`src/hw/rtl/dswc_pkg.sv`:
```
// Shared types and constants for the daily schedule window checker.
// Used by dswc_cell and daily_schedule_window_checker; depends on nothing.
package dswc_pkg;

  localparam int unsigned MIN_W  = 11;
  localparam int unsigned SLOT_W = 4;
  localparam int unsigned CFG_W  = 8;
  localparam int unsigned CIDX_W = 2;

  localparam logic [MIN_W-1:0] DAY_MINS = 11'd1440;

  // configuration register indexes
  localparam logic [CIDX_W-1:0] CFG_PREWARM = 2'd0;
  localparam logic [CIDX_W-1:0] CFG_ECO     = 2'd1;
  localparam logic [CIDX_W-1:0] CFG_COMFORT = 2'd2;

  localparam logic [CFG_W-1:0] PREWARM_RST = 8'd18;
  localparam logic [CFG_W-1:0] ECO_RST     = 8'd60;
  localparam logic [CFG_W-1:0] COMFORT_RST = 8'd120;

  // warmth classes; every other code takes the mean
  localparam logic [1:0] WARM_ECO     = 2'd0;
  localparam logic [1:0] WARM_COMFORT = 2'd1;

  typedef enum logic [1:0] {
    CMD_QUERY = 2'd0,
    CMD_SET   = 2'd1,
    CMD_CLEAR = 2'd2,
    CMD_READ  = 2'd3
  } cmd_t;

  typedef enum logic [1:0] {
    ST_IDLE,
    ST_FIX,
    ST_RUN,
    ST_DONE
  } state_t;

  // request as it travels down the row of cells
  typedef struct packed {
    cmd_t              cmd;
    logic [SLOT_W-1:0] slot;
    logic [MIN_W-1:0]  mins;
    logic [MIN_W-1:0]  ahead;
    logic [CFG_W-1:0]  period;
    logic              min_ok;
    logic [MIN_W-1:0]  start;
    logic              ok;
    logic              any;
    logic              now;
    logic              soon;
    logic              sset;
    logic [MIN_W-1:0]  on_t;
    logic [MIN_W-1:0]  off_t;
  } pkt_t;

endpackage

```
`src/hw/rtl/dswc_cell.sv`:
```
// One schedule slot: holds its start minute and evaluates the passing request.
// Depends on dswc_pkg.
module dswc_cell
  import dswc_pkg::*;
#(
  parameter int unsigned IDX = 0
) (
  input  logic             clk,
  input  logic             rst_n,
  input  logic [CFG_W-1:0] prewarm,
  input  logic             in_vld,
  input  pkt_t             in_pkt,
  output logic             out_vld,
  output pkt_t             out_pkt
);

  logic             valid_r, valid_nxt;
  logic [MIN_W-1:0] start_r, start_nxt;
  logic             vld_r;
  pkt_t             pkt_r, pkt_nxt;

  logic             hit;
  logic [MIN_W:0]   on_diff;
  logic [MIN_W-1:0] on_min;
  logic [MIN_W-1:0] off_sum;
  logic [MIN_W-1:0] off_min;

  function automatic logic in_window(input logic [MIN_W-1:0] m,
                                     input logic [MIN_W-1:0] s,
                                     input logic [MIN_W-1:0] f);
    if (f < s) begin
      return (m >= s) || (m < f);
    end
    return (m >= s) && (m < f);
  endfunction

  assign hit = (in_pkt.slot == SLOT_W'(IDX));

  // open = start - prewarm, wrapped into the day
  assign on_diff = {1'b0, start_r} - {{(MIN_W + 1 - CFG_W){1'b0}}, prewarm};
  assign on_min  = on_diff[MIN_W] ? (on_diff[MIN_W-1:0] + DAY_MINS) : on_diff[MIN_W-1:0];

  // close = start + on period, wrapped into the day
  assign off_sum = start_r + {{(MIN_W - CFG_W){1'b0}}, in_pkt.period};
  assign off_min = (off_sum >= DAY_MINS) ? (off_sum - DAY_MINS) : off_sum;

  always_comb begin
    pkt_nxt   = in_pkt;
    valid_nxt = valid_r;
    start_nxt = start_r;
    if (in_vld) begin
      case (in_pkt.cmd)
        CMD_QUERY: begin
          if (valid_r && in_pkt.min_ok) begin
            pkt_nxt.now  = in_pkt.now  | in_window(in_pkt.mins,  on_min, off_min);
            pkt_nxt.soon = in_pkt.soon | in_window(in_pkt.ahead, on_min, off_min);
          end
        end
        CMD_SET: begin
          if (hit && in_pkt.min_ok) begin
            valid_nxt = 1'b1;
            start_nxt = in_pkt.start;
          end
        end
        CMD_CLEAR: begin
          if (hit) begin
            valid_nxt = 1'b0;
          end
        end
        CMD_READ: begin
          if (hit && valid_r) begin
            pkt_nxt.sset  = 1'b1;
            pkt_nxt.on_t  = on_min;
            pkt_nxt.off_t = off_min;
          end
        end
        default: ;
      endcase
    end
    pkt_nxt.any = in_pkt.any | valid_nxt;
  end

  always_ff @(posedge clk) begin
    if (!rst_n) begin
      valid_r <= 1'b0;
      vld_r   <= 1'b0;
    end else begin
      valid_r <= valid_nxt;
      vld_r   <= in_vld;
    end
  end

  always_ff @(posedge clk) begin
    start_r <= start_nxt;
    pkt_r   <= pkt_nxt;
  end

  assign out_vld = vld_r;
  assign out_pkt = pkt_r;

endmodule

```
`config.mk`:
```
export PLATFORM = sky130hd
export DESIGN_NAME = dswc_cell
export DESIGN_NICKNAME = d
export VERILOG_FILES = /design/src/hw/rtl/dswc_pkg.sv /design/src/hw/rtl/dswc_cell.sv
export SDC_FILE = /design/constraint.sdc
export NUM_CORES = 1
export LEC_CHECK = 0
export BUFFER_PORTS_ARGS = -buffer_cell sky130_fd_sc_hd__clkbuf_2
export CAP_MARGIN = 20
export CELL_PAD_IN_SITES_DETAIL_PLACEMENT = 0
export CELL_PAD_IN_SITES_GLOBAL_PLACEMENT = 1
export CORE_MARGIN = 4
export CORE_UTILIZATION = 37
export DETAILED_ROUTE_END_ITERATION = 8
export PLACE_DENSITY = 0.81
export SLEW_MARGIN = 30
export SYNTH_ARGS = -nofsm -noshare
export SYNTH_HDL_FRONTEND = slang
export SYNTH_SLANG_ARGS = --single-unit
```
`constraint.sdc`:
```
create_clock -name clk -period 5.51 [get_ports clk]
set_input_delay 0.551 -clock clk [delete_from_list [all_inputs] [get_ports clk]]
set_output_delay 0.551 -clock clk [all_outputs]
set_load 0.005 [all_outputs]
```
==> metrics.md, run 1 <==
| Metric | Value |
|---|---|
| Status | `complete, no violations` |
| Final slew viol count | `0` |
| Mapped Avg Cell Area | `9.83 sq um` |
| Int Pwr | `1.20 mW` |
| VDD IR max | `0.152 mV` |
| PostCTS Resize Cnt | `0` |
| Worst r2r src | `start_r[1]$_DFFE_PP_` |
| Max Cap Viol | `0` |
| Hpwl dp | `9290 um` |
| Number of hold violations in the final report | `0` |
| Initial DRC count | `139` |
| CTS clk-pin slew, worst paths | `0.06 ns` |
| Count of final setup violators | `0` |
| Comb pwr share | `17.8%` |
| Die height | `117 um` |
| Synth cell types | `58` |
| First-pass GRT wire length | `18600 um` |
| GRT Total Usage | `16.4%` |
| Final Cell Area | `5710 sq um` |
| R2R depth | `19` |
| Crit-path max FO | `4` |
| Multi-input logic area | `2390 sq um` |
| CTS tree | `built` |
| Initial Util | `38.4%` |
| CORE AREA | `11600 sq um` |
| Chip width | `117 um` |
| GPL Wtd Cong | `0.834` |
| P_sw | `0.403 mW` |
| Worst Path Arrival | `5.27 ns` |
| CTS Hold Bufs | `0` |
| Max layer used | `met4` |
| Fill cells | `1156` |
| Cell count after synthesis | `451` |
| Die ar. | `13800 sq um` |
| Layout Skew | `0.00553 ns` |
| Metal3 WL | `653 um` |
| Average vias per placed instance | `4.93` |
| Vias in the first global route | `3945` |
| Wire length on met2 | `4970 um` |
| Setup Fix Bufs, Post-CTS | `0` |
| Worst-skew pair later-pin latency | `0.34 ns` |
| Slew @ Worst Pin | `0.720 ns` |
| Main synth FF type | `dfxtp_1` |
| Fmax | `0.198 GHz` |
| Seq pwr share | `42.8%` |
| Post-Route WL | `11000 um` |
| GRT overflow | `0` |
| Number of vias in the routed layout | `3774` |
| Final setup TNS | `0 ns` |
| Max_slew headroom | `51.4%` |
| Pwr per Cell Area | `281 nW/um^2` |
| Crit path capture | `out_pkt[23]$_DFF_P_` |
| Lkg Pwr | `2.85 nW` |
| Drt first pass iters | `4` |
| Post-Syn Area | `4440 sq um` |
| FF+latch area | `1870 sq um` |
| Max Buffers Root-to-Sink | `2` |
| Switching Share | `25.1%` |
| Hold Path Class | `input port to flip-flop` |
| WP data required | `5.73 ns` |
| Initial antenna violation count | `0` |
| Layout Nets | `767` |
| DRC | `0` |
| Placement Cell Area | `5390 sq um` |
| Sequential cell area fraction in the yosys report | `42.2%` |
| Flop-to-flop setup slack | `0.46 ns` |
| Met1 WL | `5180 um` |
| Largest net degree at the start of global routing | `43` |
| # IOs | `162` |
| Clk sinks | `88` |
| Clock power frac | `39.4%` |
| Share of cells above drive strength 1 | `31.2%` |
| H-tree levels | `3` |
| Async S/R FF share, synth | `0%` |
| Antenna viol nets, final | `0` |
| RSZ-0062 raised after global routing | `false` |
| Seq cells post-synth | `88` |
| N_diodes | `0` |
| FP Rows | `39` |
| Root Driver | `clkbuf_16` |
| Num CTS Buffers | `9` |
| Crit. Startpoint | `start_r[1]$_DFFE_PP_` |
| Syn-to-layout area delta | `28.7%` |
| Yosys warning total | `0` |
| Critical path class | `flip-flop to flip-flop` |
| CP startpoint kind | `flip-flop` |
| Min Clock Period, post-route | `5.05 ns` |
| Number of synthesized flops with an enable pin | `11` |
| Crit end category | `flip-flop` |
| Final period util | `91.6%` |
| Net Count, Synth | `601` |
| PortBufs | `161` |
| DR WL/cell | `14.4 um` |
| Final Core Density | `49.4%` |
| Crit Reg-Reg Endpoint | `out_pkt[23]$_DFF_P_` |
[layout make-up]
class                      count  share of cell area (%)
multi-input combinational    319                    41.8
tap                          143                    3.13
clock buffer                  12                    4.69
inverter                      36                    2.37
timing repair buffer         163                    14.4
sequential                    88                    32.8
clock inverter                 4                   0.833
[Yosys cell counts (4+ instances only)]
| library cell | count | area (sq um) |
|---|---|---|
| a211oi_1 | 8 | 60.1 |
| a21boi_0 | 4 | 30.0 |
| a21o_1 | 9 | 67.6 |
| a21oi_1 | 21 | 105 |
| clkbuf_1 | 5 | 18.8 |
| dfxtp_1 | 77 | 1540 |
| edfxtp_1 | 11 | 330 |
| ha_1 | 62 | 776 |
| inv_1 | 36 | 135 |
| maj3_1 | 5 | 50.1 |
| nand2_1 | 39 | 146 |
| nand2b_1 | 8 | 50.1 |
| nand3_1 | 4 | 20.0 |
| nor2_1 | 23 | 86.3 |
| nor2b_1 | 6 | 37.5 |
| nor3_1 | 6 | 30.0 |
| o211ai_1 | 8 | 60.1 |
| o21a_1 | 5 | 37.5 |
| o21ai_0 | 39 | 195 |
| or3_1 | 4 | 25.0 |
| xnor2_1 | 8 | 70.1 |
| xor2_1 | 8 | 70.1 |
[stage by stage]
step / setup slack [ns] / instances / power, mW / hold WS [ns]
after global placement: 0.439 / 749 / 0.981 / 0.634
after CTS: 0.541 / 765 / 1.63 / 0.296
after detailed placement: 0.324 / 749 / 0.991 / 0.636
after global routing: 0.0955 / 765 / 1.71 / 0.297
final: 0.462 / 765 / 1.61 / 0.310
after floorplan: 1.07 / 451 / 0.873 / 0.541
[flip-flops by register name, summed over array words and instances (netlist names)]
register  count
start_r      11
out_vld       1
out_pkt      75
valid_r       1
[metal layers]
| metal | vias up | track usage, % |
|---|---|---|
| met5 | - | 0 |
| met1 | 1706 | 20.7 |
| met4 | 0 | 4.76 |
| met3 | 15 | 5.48 |
| met2 | 106 | 27.0 |
| li1 | 1947 | - |
[cell families (layout without fill, tap and decap cells)]
family	count (synthesis)	after routing	synth area share (%)
AO/OA/AOI/OAI	121	121	17.8
AND/OR/NAND/NOR	107	107	11.7
flip-flops	88	88	42.2
adder cells (fa/ha/maj)	72	72	20.3
buffers and inverters	44	215	4.06
XOR/XNOR	17	17	3.53
multiplexers	2	2	0.451
[worst max-delay path: stages (launching register included)]
cell,delay (ns)
edfxtp_1,0.46
ha_1,0.31
nor2b_1,0.12
o21ai_0,0.25
a21oi_1,0.13
o21ai_0,0.32
a21boi_0,0.18
o21ai_0,0.18
nand2b_1,0.13
a211oi_1,0.56
nor2b_1,0.23
xor2_1,0.33
ha_1,0.32
o211ai_1,0.09
nor2_1,0.05
a2111oi_0,0.39
o21bai_1,0.11
maj3_1,0.40
a2111oi_2,0.29
nor3_1,0.10
[how the worst min path moves through the flow]
stage                             from                  end  slack [ns]  cells after the start
finish                      in_pkt[26]  out_pkt[26]$_DFF_P_        0.31                      1
floorplan           valid_r$_SDFF_PN0_   out_pkt[6]$_DFF_P_        0.54                      4
global placement    valid_r$_SDFF_PN0_  out_pkt[25]$_DFF_P_        0.63                      2
global route                in_pkt[72]  out_pkt[72]$_DFF_P_        0.30                      1
CTS                         in_pkt[26]  out_pkt[26]$_DFF_P_        0.30                      1
detailed placement  valid_r$_SDFF_PN0_  out_pkt[25]$_DFF_P_        0.64                      2
[cells in the final DEF (no fill, tap or decap), types with 3 or more instances in the layout]
master	instances
dfxtp_1	77
inv_1	36
nand2_1	39
nor3_1	6
a21o_1	9
o21ai_0	39
ha_1	62
nand2b_1	8
xor2_1	8
o211ai_1	8
a211oi_1	8
a31oi_1	3
a21boi_0	4
or2_2	3
clkbuf_16	10
nor2b_1	6
maj3_2	3
nor2_1	22
xnor2_1	8
o21ai_1	3
clkbuf_2	161
maj3_1	5
or3_1	4
nand3_1	4
o21a_1	5
a21oi_1	21
edfxtp_1	11
nor4_1	3
and2_1	3
[power groups by stage]
stage               logic [mW]  registers [mW]  clock network (mW)
global placement         0.280           0.701                   0
CTS                      0.291           0.688               0.652
detailed placement       0.289           0.702                   0
floorplan                0.167           0.706                   0
finish                   0.286           0.687               0.632
global route             0.331           0.690               0.690
Power figures use the tool's default switching activity.
==> run 2: changes to the inputs <==
- CORE_ASPECT_RATIO: unset -> 1.5
==> metrics.md, run 2 (same netlist as run 1, synthesis figures left out) <==
| Metric | Value |
|---|---|
| Finished Layout Cells | `774 (+1.2%)` |
| Num CTS Buffers | `9 (unchanged)` |
| Final slew viol count | `0 (unchanged)` |
| Clk sinks | `88 (unchanged)` |
| N_diodes | `0 (unchanged)` |
| Met1 WL | `4260 um (-18%)` |
| RSZ-0062 raised after global routing | `false` |
| # IOs | `162 (unchanged)` |
| Final Core Density | `48.8% (-0.54 points)` |
| Antenna viol nets, final | `0 (unchanged)` |
| Initial DRC count | `91 (-35%)` |
| CTS tree | `built` |
| Placement Cell Area | `5420 sq um (+0.44%)` |
| GRT Total Usage | `16.3% (-0.16 points)` |
| Critical Path Most Common Cell | `o21ai_0` |
| Slowest CP cell | `a211oi_1` |
| Layout Skew | `0.00760 ns (+0.00207 ns)` |
| Pwr per Cell Area | `269 nW/um^2 (-4.4%)` |
| Largest net degree at the start of global routing | `43 (unchanged)` |
| First-pass GRT wire length | `18300 um (-1.7%)` |
| FP Rows | `48 (+23%)` |
| # placed instances | `758 (+1.2%)` |
| Initial Util | `38.1% (-0.28 points)` |
| Critical path class | `flip-flop to flip-flop` |
| CTS Hold Bufs | `0 (unchanged)` |
| Average vias per placed instance | `4.90 (-0.77%)` |
| Final period util | `91.3% (-0.29 points)` |
| Switching Share | `26.8% (+1.7 points)` |
| Drt first pass iters | `4 (unchanged)` |
| Wire length on met2 | `6010 um (+21%)` |
| PostCTS Resize Cnt | `0 (unchanged)` |
| Worst r2r src | `start_r[1]$_DFFE_PP_` |
| Layout Nets | `769 (+0.26%)` |
| CTS clk-pin slew, worst paths | `0.07 ns (about the same)` |
| VDD IR max | `0.141 mV (-6.9%)` |
| Number of flip-flops under the largest register name | `75 (unchanged)` |
| Fmax | `0.199 GHz (+0.32%)` |
| Crit-path max FO | `4 (unchanged)` |
| Final setup TNS | `0 ns (unchanged)` |
| Hpwl dp | `9260 um (-0.25%)` |
| PortBufs | `161 (unchanged)` |
| Max Cap Viol | `0 (unchanged)` |
| Die ar. | `13800 sq um (+0.26%)` |
| WHS | `0.324 ns (+0.0137 ns)` |
| Chip width | `97.4 um (-17%)` |
| CP cell instances | `ha_1, nor2b_1, o21ai_0, a21oi_1, o21ai_0, a21boi_0, o21ai_0, nand2b_1, a211oi_1, nor2b_1, xor2_1, ha_1, o211ai_1, nor2_1, a2111oi_0, o21bai_1, maj3_1, a2111oi_2, nor3_1` |
| Metal3 WL | `550 um (-16%)` |
| Comb pwr share | `18.8% (+1.0 points)` |
| Min-delay src | `in_pkt[26]` |
| Share of cells above drive strength 1 | `31.4% (+0.22 points)` |
| Count of final setup violators | `0 (unchanged)` |
| Max Buffers Root-to-Sink | `2 (unchanged)` |
| CORE AREA | `11700 sq um (+0.75%)` |
| Worst-skew pair later-pin latency | `0.34 ns (about the same)` |
| P_sw | `0.410 mW (+1.8%)` |
| Seq pwr share | `44.9% (+2.1 points)` |
| Initial antenna violation count | `0 (unchanged)` |
| CP startpoint kind | `flip-flop` |
| Number of vias in the routed layout | `3789 (+0.40%)` |
| DRC | `0 (unchanged)` |
| Hold Path Class | `input port to flip-flop` |
| Dpl ws | `0.214 ns (-0.110 ns)` |
| DR WL/cell | `14.3 um (-0.26%)` |
| Status | `complete, no violations` |
| Max_slew headroom | `56.1% (+4.8 points)` |
| Slew @ Worst Pin | `0.657 ns (-0.0630 ns)` |
| Final Cell Area | `5690 sq um (-0.35%)` |
| Fill cells | `1118 (-3.3%)` |
| Min Clock Period, post-route | `5.03 ns (-0.0162 ns)` |
| WP data required | `5.72 ns (about the same)` |
| Int Pwr | `1.12 mW (-6.9%)` |
| H-tree levels | `3 (unchanged)` |
| Overall power | `1.53 mW (-4.7%)` |
| Crit end category | `flip-flop` |
| Worst Path Arrival | `5.24 ns (-0.03 ns)` |
| Crit. Startpoint | `start_r[1]$_DFFE_PP_` |
| Clock power frac | `36.3% (-3.1 points)` |
| Lkg Pwr | `2.84 nW (-0.55%)` |
| Number of hold violations in the final report | `0 (unchanged)` |
| Die height | `142 um (+21%)` |
| CP max stage delay | `0.50 ns (-0.06 ns)` |
| Commonest non-fill, non-tap cell in the layout | `clkbuf_2` |
| GPL Wtd Cong | `0.769 (-7.7%)` |
| Vias in the first global route | `3913 (-0.81%)` |
| Max layer used | `met4` |
| Root Driver | `clkbuf_16` |
| Syn-to-layout area delta | `28.2%` |
| Worst setup margin | `0.478 ns (+0.0162 ns)` |
| GRT overflow | `0 (unchanged)` |
| Post-Route WL | `11100 um (+0.91%)` |
| Most frequent cells in the layout | `161 x clkbuf_2, 77 x dfxtp_1, 62 x ha_1` |
| Setup Fix Bufs, Post-CTS | `0 (unchanged)` |
-- run 2: final cells by class --
cell class,count,area (sq um),area share [%]
Multi-Input combinational cell,319,2390,41.9
Sequential cell,88,1870,32.9
Timing Repair Buffer,165,836,14.7
Clock buffer,10,229,4.03
Tap cell,150,188,3.30
Inverter,36,135,2.38
Clock inverter,6,42.5,0.748
-- run 2: critical path, delay by kind of cell, from the launching register on --
kind,cells,cell delay [ns]
adder cells (fa/ha/maj),3,1.01
flip-flops,1,0.46
AO/OA/AOI/OAI,10,2.47
AND/OR/NAND/NOR,5,0.63
XOR/XNOR,1,0.32
-- run 2: final timing paths --
path,slack (ns),cells past startpoint,to
setup / recovery,0.48,19,out_pkt[23]$_DFF_P_
hold / removal,0.32,1,out_pkt[26]$_DFF_P_
setup reg to reg,0.48,19,out_pkt[23]$_DFF_P_
hold reg to reg,0.65,2,out_pkt[25]$_DFF_P_
-- run 2: metal layers --
layer / global-route usage, % / vias up
li1: - / 1948
met1: 16.7 / 1722
met2: 31.2 / 103
met3: 4.07 / 16
met4: 6.78 / 0
met5: 0 / -
-- run 2: power by group through the flow --
stage / logic (mW) / registers [mW] / clock network (mW)
6_report: 0.287 / 0.687 / 0.556
5_1_grt: 0.332 / 0.690 / 0.600
4_1_cts: 0.292 / 0.687 / 0.574
3_5_place_dp: 0.290 / 0.702 / 0
3_3_place_gp: 0.282 / 0.701 / 0
2_1_floorplan: 0.167 / 0.706 / 0
